===== config.mk =====
export PLATFORM = sky130hd
export DESIGN_NAME = signed_int_to_decimal_ascii
export DESIGN_NICKNAME = d
export VERILOG_FILES = /design/src/hdl/sitda_pkg.sv /design/src/hdl/signed_int_to_decimal_ascii.sv
export SDC_FILE = /design/constraint.sdc
export NUM_CORES = 1
export LEC_CHECK = 0
export ABC_AREA = 0
export BUFFER_PORTS_ARGS = -buffer_cell sky130_fd_sc_hd__buf_2
export CORE_AREA = 2 2 90 135
export DETAILED_ROUTE_END_ITERATION = 16
export DIE_AREA = 0 0 92 137
export PLACE_DENSITY_LB_ADDON = 0.05
export SLEW_MARGIN = 20
export SYNTH_ARGS = -nofsm -noshare
export SYNTH_HDL_FRONTEND = slang
export SYNTH_SLANG_ARGS = --single-unit

===== constraint.sdc =====
create_clock -name clk -period 3.5 [get_ports clk]
set_input_delay 0.525 -clock clk [delete_from_list [all_inputs] [get_ports clk]]
set_output_delay 0.525 -clock clk [all_outputs]
set_load 0.01 [all_outputs]

===== src/hdl/sitda_pkg.sv =====
`timescale 1ns / 1ps
// shared constants for the signed integer to decimal ascii converter
package sitda_pkg;

    localparam int VALUE_WIDTH = 32;
    // decimal digits needed for a magnitude of up to 2^(VALUE_WIDTH-1)
    localparam int NUM_DIGITS  = (VALUE_WIDTH * 30103) / 100000 + 1;
    localparam int BCD_WIDTH   = 4 * NUM_DIGITS;
    localparam int BIT_CNT_W   = $clog2(VALUE_WIDTH + 1);
    localparam int DIG_CNT_W   = $clog2(NUM_DIGITS + 1);

    localparam logic [7:0] CHAR_ZERO  = 8'd48;
    localparam logic [7:0] CHAR_MINUS = 8'd45;
    localparam logic [7:0] CHAR_NINE  = 8'd57;

    typedef logic [3:0] bcd_digit_t;

endpackage


===== src/hdl/signed_int_to_decimal_ascii.sv =====
`timescale 1ns / 1ps
// signed integer to decimal ascii converter, top level
//
// Takes one signed two's complement value and returns its decimal text, one
// ASCII character per output transfer, most significant digit first, with a
// leading minus sign for negative values and last_char set on the final
// character. The magnitude is turned into packed BCD by a shift-and-add-3
// unit that handles one input bit per cycle; leading zero digits are then
// dropped one per cycle, and the characters are sent one per cycle while the
// output accepts them. in_ready is high only between values; the final
// character may still sit in the output register while the next value is
// taken.
module signed_int_to_decimal_ascii
    import sitda_pkg::*;
(
    input  logic                          clk,
    input  logic                          rst_n,
    input  logic                          in_valid,
    output logic                          in_ready,
    input  logic signed [VALUE_WIDTH-1:0] value,
    output logic                          out_valid,
    input  logic                          out_ready,
    output logic        [7:0]             character,
    output logic                          last_char
);

    localparam logic [2:0] ST_IDLE = 3'd0;
    localparam logic [2:0] ST_CONV = 3'd1;
    localparam logic [2:0] ST_SKIP = 3'd2;
    localparam logic [2:0] ST_SIGN = 3'd3;
    localparam logic [2:0] ST_EMIT = 3'd4;

    logic [2:0]             state_reg,     state_next;
    logic                   neg_reg,       neg_next;
    logic [VALUE_WIDTH-1:0] mag_reg,       mag_next;
    logic [BCD_WIDTH-1:0]   bcd_reg,       bcd_next;
    logic [BIT_CNT_W-1:0]   bit_cnt_reg,   bit_cnt_next;
    logic [DIG_CNT_W-1:0]   dig_cnt_reg,   dig_cnt_next;
    logic                   out_valid_reg, out_valid_next;
    logic [7:0]             char_reg,      char_next;
    logic                   last_reg,      last_next;

    logic [VALUE_WIDTH-1:0] value_u;
    logic [VALUE_WIDTH-1:0] value_abs;
    logic [BCD_WIDTH-1:0]   bcd_adj;
    bcd_digit_t             top_digit;
    logic                   out_free;
    logic                   dig_last;

    assign value_u   = VALUE_WIDTH'(value);
    assign value_abs = value_u[VALUE_WIDTH-1]
                       ? VALUE_WIDTH'(~value_u + VALUE_WIDTH'(1)) : value_u;
    assign top_digit = bcd_reg[BCD_WIDTH-1 -: 4];
    assign out_free  = !out_valid_reg || out_ready;
    assign dig_last  = (dig_cnt_reg == DIG_CNT_W'(1));

    // add 3 to every digit of 5 or more ahead of the shift
    always_comb
    begin
        bcd_digit_t d;
        for (int i = 0; i < NUM_DIGITS; i++)
        begin
            d = bcd_reg[4*i +: 4];
            bcd_adj[4*i +: 4] = (d >= 4'd5) ? bcd_digit_t'(d + 4'd3) : d;
        end
    end

    always_comb
    begin
        state_next     = state_reg;
        neg_next       = neg_reg;
        mag_next       = mag_reg;
        bcd_next       = bcd_reg;
        bit_cnt_next   = bit_cnt_reg;
        dig_cnt_next   = dig_cnt_reg;
        out_valid_next = out_valid_reg;
        char_next      = char_reg;
        last_next      = last_reg;

        if (out_valid_reg && out_ready)
        begin
            out_valid_next = 1'b0;
        end

        case (state_reg)
            ST_IDLE:
            begin
                if (in_valid)
                begin
                    neg_next     = value_u[VALUE_WIDTH-1];
                    mag_next     = value_abs;
                    bcd_next     = '0;
                    bit_cnt_next = BIT_CNT_W'(VALUE_WIDTH);
                    dig_cnt_next = DIG_CNT_W'(NUM_DIGITS);
                    state_next   = ST_CONV;
                end
            end
            ST_CONV:
            begin
                bcd_next     = {bcd_adj[BCD_WIDTH-2:0], mag_reg[VALUE_WIDTH-1]};
                mag_next     = {mag_reg[VALUE_WIDTH-2:0], 1'b0};
                bit_cnt_next = bit_cnt_reg - BIT_CNT_W'(1);
                if (bit_cnt_reg == BIT_CNT_W'(1))
                begin
                    state_next = ST_SKIP;
                end
            end
            ST_SKIP:
            begin
                // drop leading zeros but always keep the units digit
                if (top_digit == 4'd0 && !dig_last)
                begin
                    bcd_next     = {bcd_reg[BCD_WIDTH-5:0], 4'd0};
                    dig_cnt_next = dig_cnt_reg - DIG_CNT_W'(1);
                end
                else
                begin
                    state_next = neg_reg ? ST_SIGN : ST_EMIT;
                end
            end
            ST_SIGN:
            begin
                if (out_free)
                begin
                    out_valid_next = 1'b1;
                    char_next      = CHAR_MINUS;
                    last_next      = 1'b0;
                    state_next     = ST_EMIT;
                end
            end
            ST_EMIT:
            begin
                if (out_free)
                begin
                    out_valid_next = 1'b1;
                    char_next      = CHAR_ZERO + {4'd0, top_digit};
                    last_next      = dig_last;
                    bcd_next       = {bcd_reg[BCD_WIDTH-5:0], 4'd0};
                    dig_cnt_next   = dig_cnt_reg - DIG_CNT_W'(1);
                    if (dig_last)
                    begin
                        state_next = ST_IDLE;
                    end
                end
            end
            default:
            begin
                state_next = ST_IDLE;
            end
        endcase
    end

    always_ff @(posedge clk or negedge rst_n)
    begin
        if (!rst_n)
        begin
            state_reg     <= ST_IDLE;
            bit_cnt_reg   <= '0;
            dig_cnt_reg   <= '0;
            out_valid_reg <= 1'b0;
        end
        else
        begin
            state_reg     <= state_next;
            bit_cnt_reg   <= bit_cnt_next;
            dig_cnt_reg   <= dig_cnt_next;
            out_valid_reg <= out_valid_next;
        end
    end

    always_ff @(posedge clk)
    begin
        neg_reg  <= neg_next;
        mag_reg  <= mag_next;
        bcd_reg  <= bcd_next;
        char_reg <= char_next;
        last_reg <= last_next;
    end

    assign in_ready  = (state_reg == ST_IDLE);
    assign out_valid = out_valid_reg;
    assign character = char_reg;
    assign last_char = last_reg;

`ifndef SYNTHESIS
    a_char_legal: assert property (@(posedge clk) disable iff (!rst_n)
        out_valid |-> (character == CHAR_MINUS ||
                       (character >= CHAR_ZERO && character <= CHAR_NINE)))
        else $error("character is neither a digit nor a minus sign");

    a_minus_not_last: assert property (@(posedge clk) disable iff (!rst_n)
        (out_valid && character == CHAR_MINUS) |-> !last_char)
        else $error("minus sign marked as last character");

    a_digits_left: assert property (@(posedge clk) disable iff (!rst_n)
        (state_reg == ST_SKIP || state_reg == ST_SIGN || state_reg == ST_EMIT)
            |-> dig_cnt_reg != '0)
        else $error("digit count ran out before the units digit");

    a_conv_length: assert property (@(posedge clk) disable iff (!rst_n)
        (state_reg == ST_CONV && bit_cnt_reg == BIT_CNT_W'(1))
            |=> state_reg == ST_SKIP && dig_cnt_reg == DIG_CNT_W'(NUM_DIGITS))
        else $error("conversion did not hand over a full digit field");
`endif

endmodule


# Yosys cells after proc, flatten, opt, wreduce, memory -nomap -nowiden
# Cells that the tools add are included.
# totals
ff_bits,96
inputBits,36
wordCells,105
# op_classes
n_addsub,14
magnitude_cmp,10
eq_ne,13
muxes,40
bitwise,1
n_reduce_logical,18
# op_table
cell,n
$pmux 40 s4,1
$mux 40,3
$mux 32,2
$pmux 32 s2,1
$mux 4,12
$ge 4x3->1 const B,10
$add 4x2->4 const B,9
$add 32x1->32 const B,1
$not 32->32,1
$mux 3,8
$mux 8,2
$pmux 8 s2,1
$pmux 3 s5,1
$ne 2x2->1 const B,7
$pmux 4 s3,1
$pmux 6 s2,1
$reduce_and 4->1,2
$add 6x4->7 const A,1
$eq 3x2->1 const B,2
$eq 6x1->1 const B,1
$mux 6,1
$reduce_and 6->1,1
$sub 6x1->6 const B,1
$mux 1,5
17 further kinds,21

# Longest topological paths before layout
# logic_depth
ltp_word,5
ltp_mapped,8

# Worst setup path before layout
# Ideal clock, no wire load.
# synth_path
path_type,reg-to-reg
startpoint,register state_reg[1]
endpoint,"register bcd_reg[0], enable pin"
setup_time_ps,380
t_arrival_ps,2580
required_ps,3120
setup_slack_ps,541
stages_incl_launch_ff,6
path_buffers,1
synth_period_minus_slack_ps,2959
cell_sequence,dfrtp_1 > clkbuf_1 > nor3_1 > nand2_1 > nand2_1 > or2_2
# synth_between
elab_chain_len,3
word_cells_on_any_way,9
cone_classes,eq/ne: 6; reduce/logical: 3
# synth_lines
element,line_no,text
from (decl),signed_int_to_decimal_ascii.sv:33,"logic [2:0] state_reg, state_next;"
from (signal assigned),signed_int_to_decimal_ascii.sv:164,state_reg <= state_next;
$logic_not 3->1 *,-,
via in_ready,signed_int_to_decimal_ascii.sv:19,"output logic in_ready,"
$reduce_bool 4->1 (no source line) or $ne 2x2->1 (tied branches),-,
$reduce_and 4->1 (no source line) *,-,
to (signal assigned),signed_int_to_decimal_ascii.sv:175,bcd_reg <= bcd_next;
to (decl),signed_int_to_decimal_ascii.sv:36,"logic [BCD_WIDTH-1:0] bcd_reg, bcd_next;"
# The timed path passes the listed nets; every way through them passes the cells marked *.
# A chain may end at the register's enable or synchronous reset.

# Final worst setup path
# layout_path
startpoint,register dig_cnt_reg[1]
endpoint,"register bcd_reg[24], enable pin"
# layout_between
elab_chain_len,5
# layout_lines
element,line_no,text
from (decl),signed_int_to_decimal_ascii.sv:38,"logic [DIG_CNT_W-1:0] dig_cnt_reg, dig_cnt_next;"
from (signal assigned),signed_int_to_decimal_ascii.sv:166,dig_cnt_reg <= dig_cnt_next;
$eq 4x1->1,signed_int_to_decimal_ascii.sv:55,assign dig_last = (dig_cnt_reg == DIG_CNT_W'(1));
$logic_not 1->1,signed_int_to_decimal_ascii.sv:111,if (top_digit == 4'd0 && !dig_last)
$logic_and 1x1->1,signed_int_to_decimal_ascii.sv:111,
$ne 2x2->1 (no source line),-,
$reduce_and 4->1 (no source line),-,
# No other way between the ends.

==> out/metrics.yaml <==
drive_gt1_share_pct: 14.2
synth-seq-area-share_pct: 48.5
critPathMaxStageDelay_ns: 0.66
largest_reg_flops: 40
grt_pass1_vias: 4181
regToRegEndpoint: "bcd_reg[24]"
synth_top_cell_area_share_pct: 42.3
worst_pin_slew_ns: 0.979
cts_resized: 0
synth_most_common_cell: "edfxtp_1"
cts_setup_buffers: 0
grt_util_all_layers_pct: 19.1
ir_worst_vdd_mv: 0.455
cap_violations: 0
wl_um: 11400
num_rows: 48
hold_class: "in -> async"
drtIter0Drc: 256
synth.ff_latch_count: 93
crit_fanout: 40
hold_viol_final: 0
fill_cells: 1055
cts_max_path_buffers: 2
maxSlewHeadroom_pct: 34.7
rsz0062_at_grt: "false"
placed_cell_area_um2: 5960
yosysWarnings: 0
critPathTopFamily: "simple AND/OR/NAND/NOR gates"
fin_setup_tns_ns: 0
cts_buffers: 9
htree_levels: 3
num_antenna_cells: 0
firstDrtPassIters: 4
min_period_ns: 2.91
portBuffers: 43
avgRoutedWirePerCell_um: 15.1
io-pin-count: 47
clk_pin_slew_ns: 0.06
worstSetupStartpointType: "register"
vias_per_cell: 5.58
syn2layout_area_growth_pct: 11.7
synthesis.area_um2: 5610
reg2reg_from: "dig_cnt_reg[1]"
fmax_mhz: 344
power_mw: 5.50
synth_edf_count: 79
end_kind: "register"
post-route-cell-area_um2: 6270
synth.area.top_cells: "edfxtp_1 42%, dfrtp_1 6.2%, ha_1 5.8%"
fin_util_pct: 54.9
overflow: 0
coreArea_um2: 11400
finClkSkew_ns: 0.00854
tritoncts: "yes"
drv_slew: 0
cp.required_ns: 3.45
place_ws_ns: 0.573
start_util_pct: 49.2
path_cells: "inv_1 > ha_1 > or3b_2 > nor4b_1 > o211ai_1 > nor2_1 > or2_2"
synth.avg_cell_area_um2: 9.92
p_leak_nw: 2.40
root_buffer: "clkbuf_16"
synthArstFlopShare_pct: 15.1
synthDistinctLibCells: 52
gp_congestion: 0.808
syn_inst: 566
synthFlopType: "edfxtp_1"
cts.sinks: 93
die_x_um: 92
worstSetupPathType: "reg -> reg"
layout_setup_ws_ns: 0.592
post-route-period-util_pct: 83.1
fp.dieArea_um2: 12600
grt_first_pass_wirelength_um: 19300
yosys.area.top_type: "edfxtp_1"
rr_worst_depth: 7
drc: 0
setup_viol: 0
power_density_nw_per_um2: 877
crit_buf_inv: 1
critPathSlowestCell: "or2_2"
synth_commonest_cells: "79 x edfxtp_1, 60 x nand2_1, 60 x o21ai_0"
antenna_found_initial: 0
r2r_slack_ns: 0.59
ctsHoldBuffers: 0
status: "finished clean"
clk_latency_ns: 0.34
nets: 664
grt_max_degree: 49
arrival_ns: 2.86
die_h_um: 137
vias: 4224
hpwl_um: 7930
ant_nets: 0
## through the flow
stage / hold slack, ns / std cells
5_1_grt: 0.0927 / 757
2_1_floorplan: 0.229 / 567
3_5_place_dp: 0.441 / 741
3_3_place_gp: 0.439 / 741
6_report: 0.0721 / 757
4_1_cts: 0.0731 / 757
## cells by family after synthesis
family                   count (synthesis)  share of synthesized area [%]
multiplexers                             6                           1.16
buffers and inverters                   58                           4.21
AO/OA/AOI/OAI                          160                           17.3
other                                    2                          0.134
XOR/XNOR                                40                           6.24
AND/OR/NAND/NOR                        181                           16.7
adder cells (fa/ha/maj)                 26                           5.79
flip-flops                              93                           48.5
## worst max-delay path by stage
stage / start / end / slack, ns / cells past startpoint
floorplan: state_reg[1] / bcd_reg[0] / 0.54 / 5
global placement: dig_cnt_reg[1] / bcd_reg[15] / 0.68 / 7
detailed placement: dig_cnt_reg[1] / bcd_reg[19] / 0.57 / 7
CTS: dig_cnt_reg[1] / bcd_reg[22] / 0.57 / 7
global route: bcd_reg[36] / bcd_reg[35] / 0.30 / 7
finish: dig_cnt_reg[1] / bcd_reg[24] / 0.59 / 7
## per-layer routing
| metal | routed length (um) | up-vias | part of all wire (%) | track usage, % |
|---|---|---|---|---|
| met5 | 0 | - | 0 | 0 |
| met4 | 178 | 0 | 1.6 | 6.63 |
| met3 | 261 | 13 | 2.3 | 2.75 |
| met1 | 4900 | 2034 | 43 | 21.8 |
| met2 | 6110 | 59 | 53 | 36.3 |
| li1 | - | 2118 | - | - |
## cells in the final DEF, fill, tap and decap left out, types with 14 or more instances in the layout
cell type  netlist  routed
a21oi_1         46      45
o31ai_1         15      15
o21ai_0         60      60
nand2_1         60      59
dfrtp_1         14      14
ha_1            26      26
nand2b_1        15      15
edfxtp_1        79      79
nor3b_1         15      15
inv_1           33      33
nor2_1          35      34
xor2_1          29      29
buf_2            0      43
## power by group
group / total [mW] / internal, mW / switching [mW] / leakage (nW)
sequential: 2.36 / 2.00 / 0.358 / 0.990
clock: 0.988 / 0.584 / 0.404 / 0.156
combinational: 2.15 / 0.808 / 1.34 / 1.25
total: 5.50 / 3.40 / 2.10 / 2.40
## cell type report
| type | instances | area, um2 | share of cell area (%) |
|---|---|---|---|
| Sequential cell | 93 | 2720 | 43.4 |
| Multi-Input combinational cell | 416 | 2670 | 42.5 |
| Clock buffer | 13 | 293 | 4.67 |
| Timing Repair Buffer | 49 | 260 | 4.15 |
| Tap cell | 150 | 188 | 2.99 |
| Inverter | 33 | 124 | 1.98 |
| Clock inverter | 3 | 15.0 | 0.239 |
## worst reg2reg max path, stage by stage, from the launching register on
cell and delay, ns:
dfrtp_1 0.38, inv_1 0.10, ha_1 0.14, or3b_2 0.47
nor4b_1 0.18, o211ai_1 0.47, nor2_1 0.10, or2_2 0.66
No activity file was read; power rests on OpenSTA's default activity.
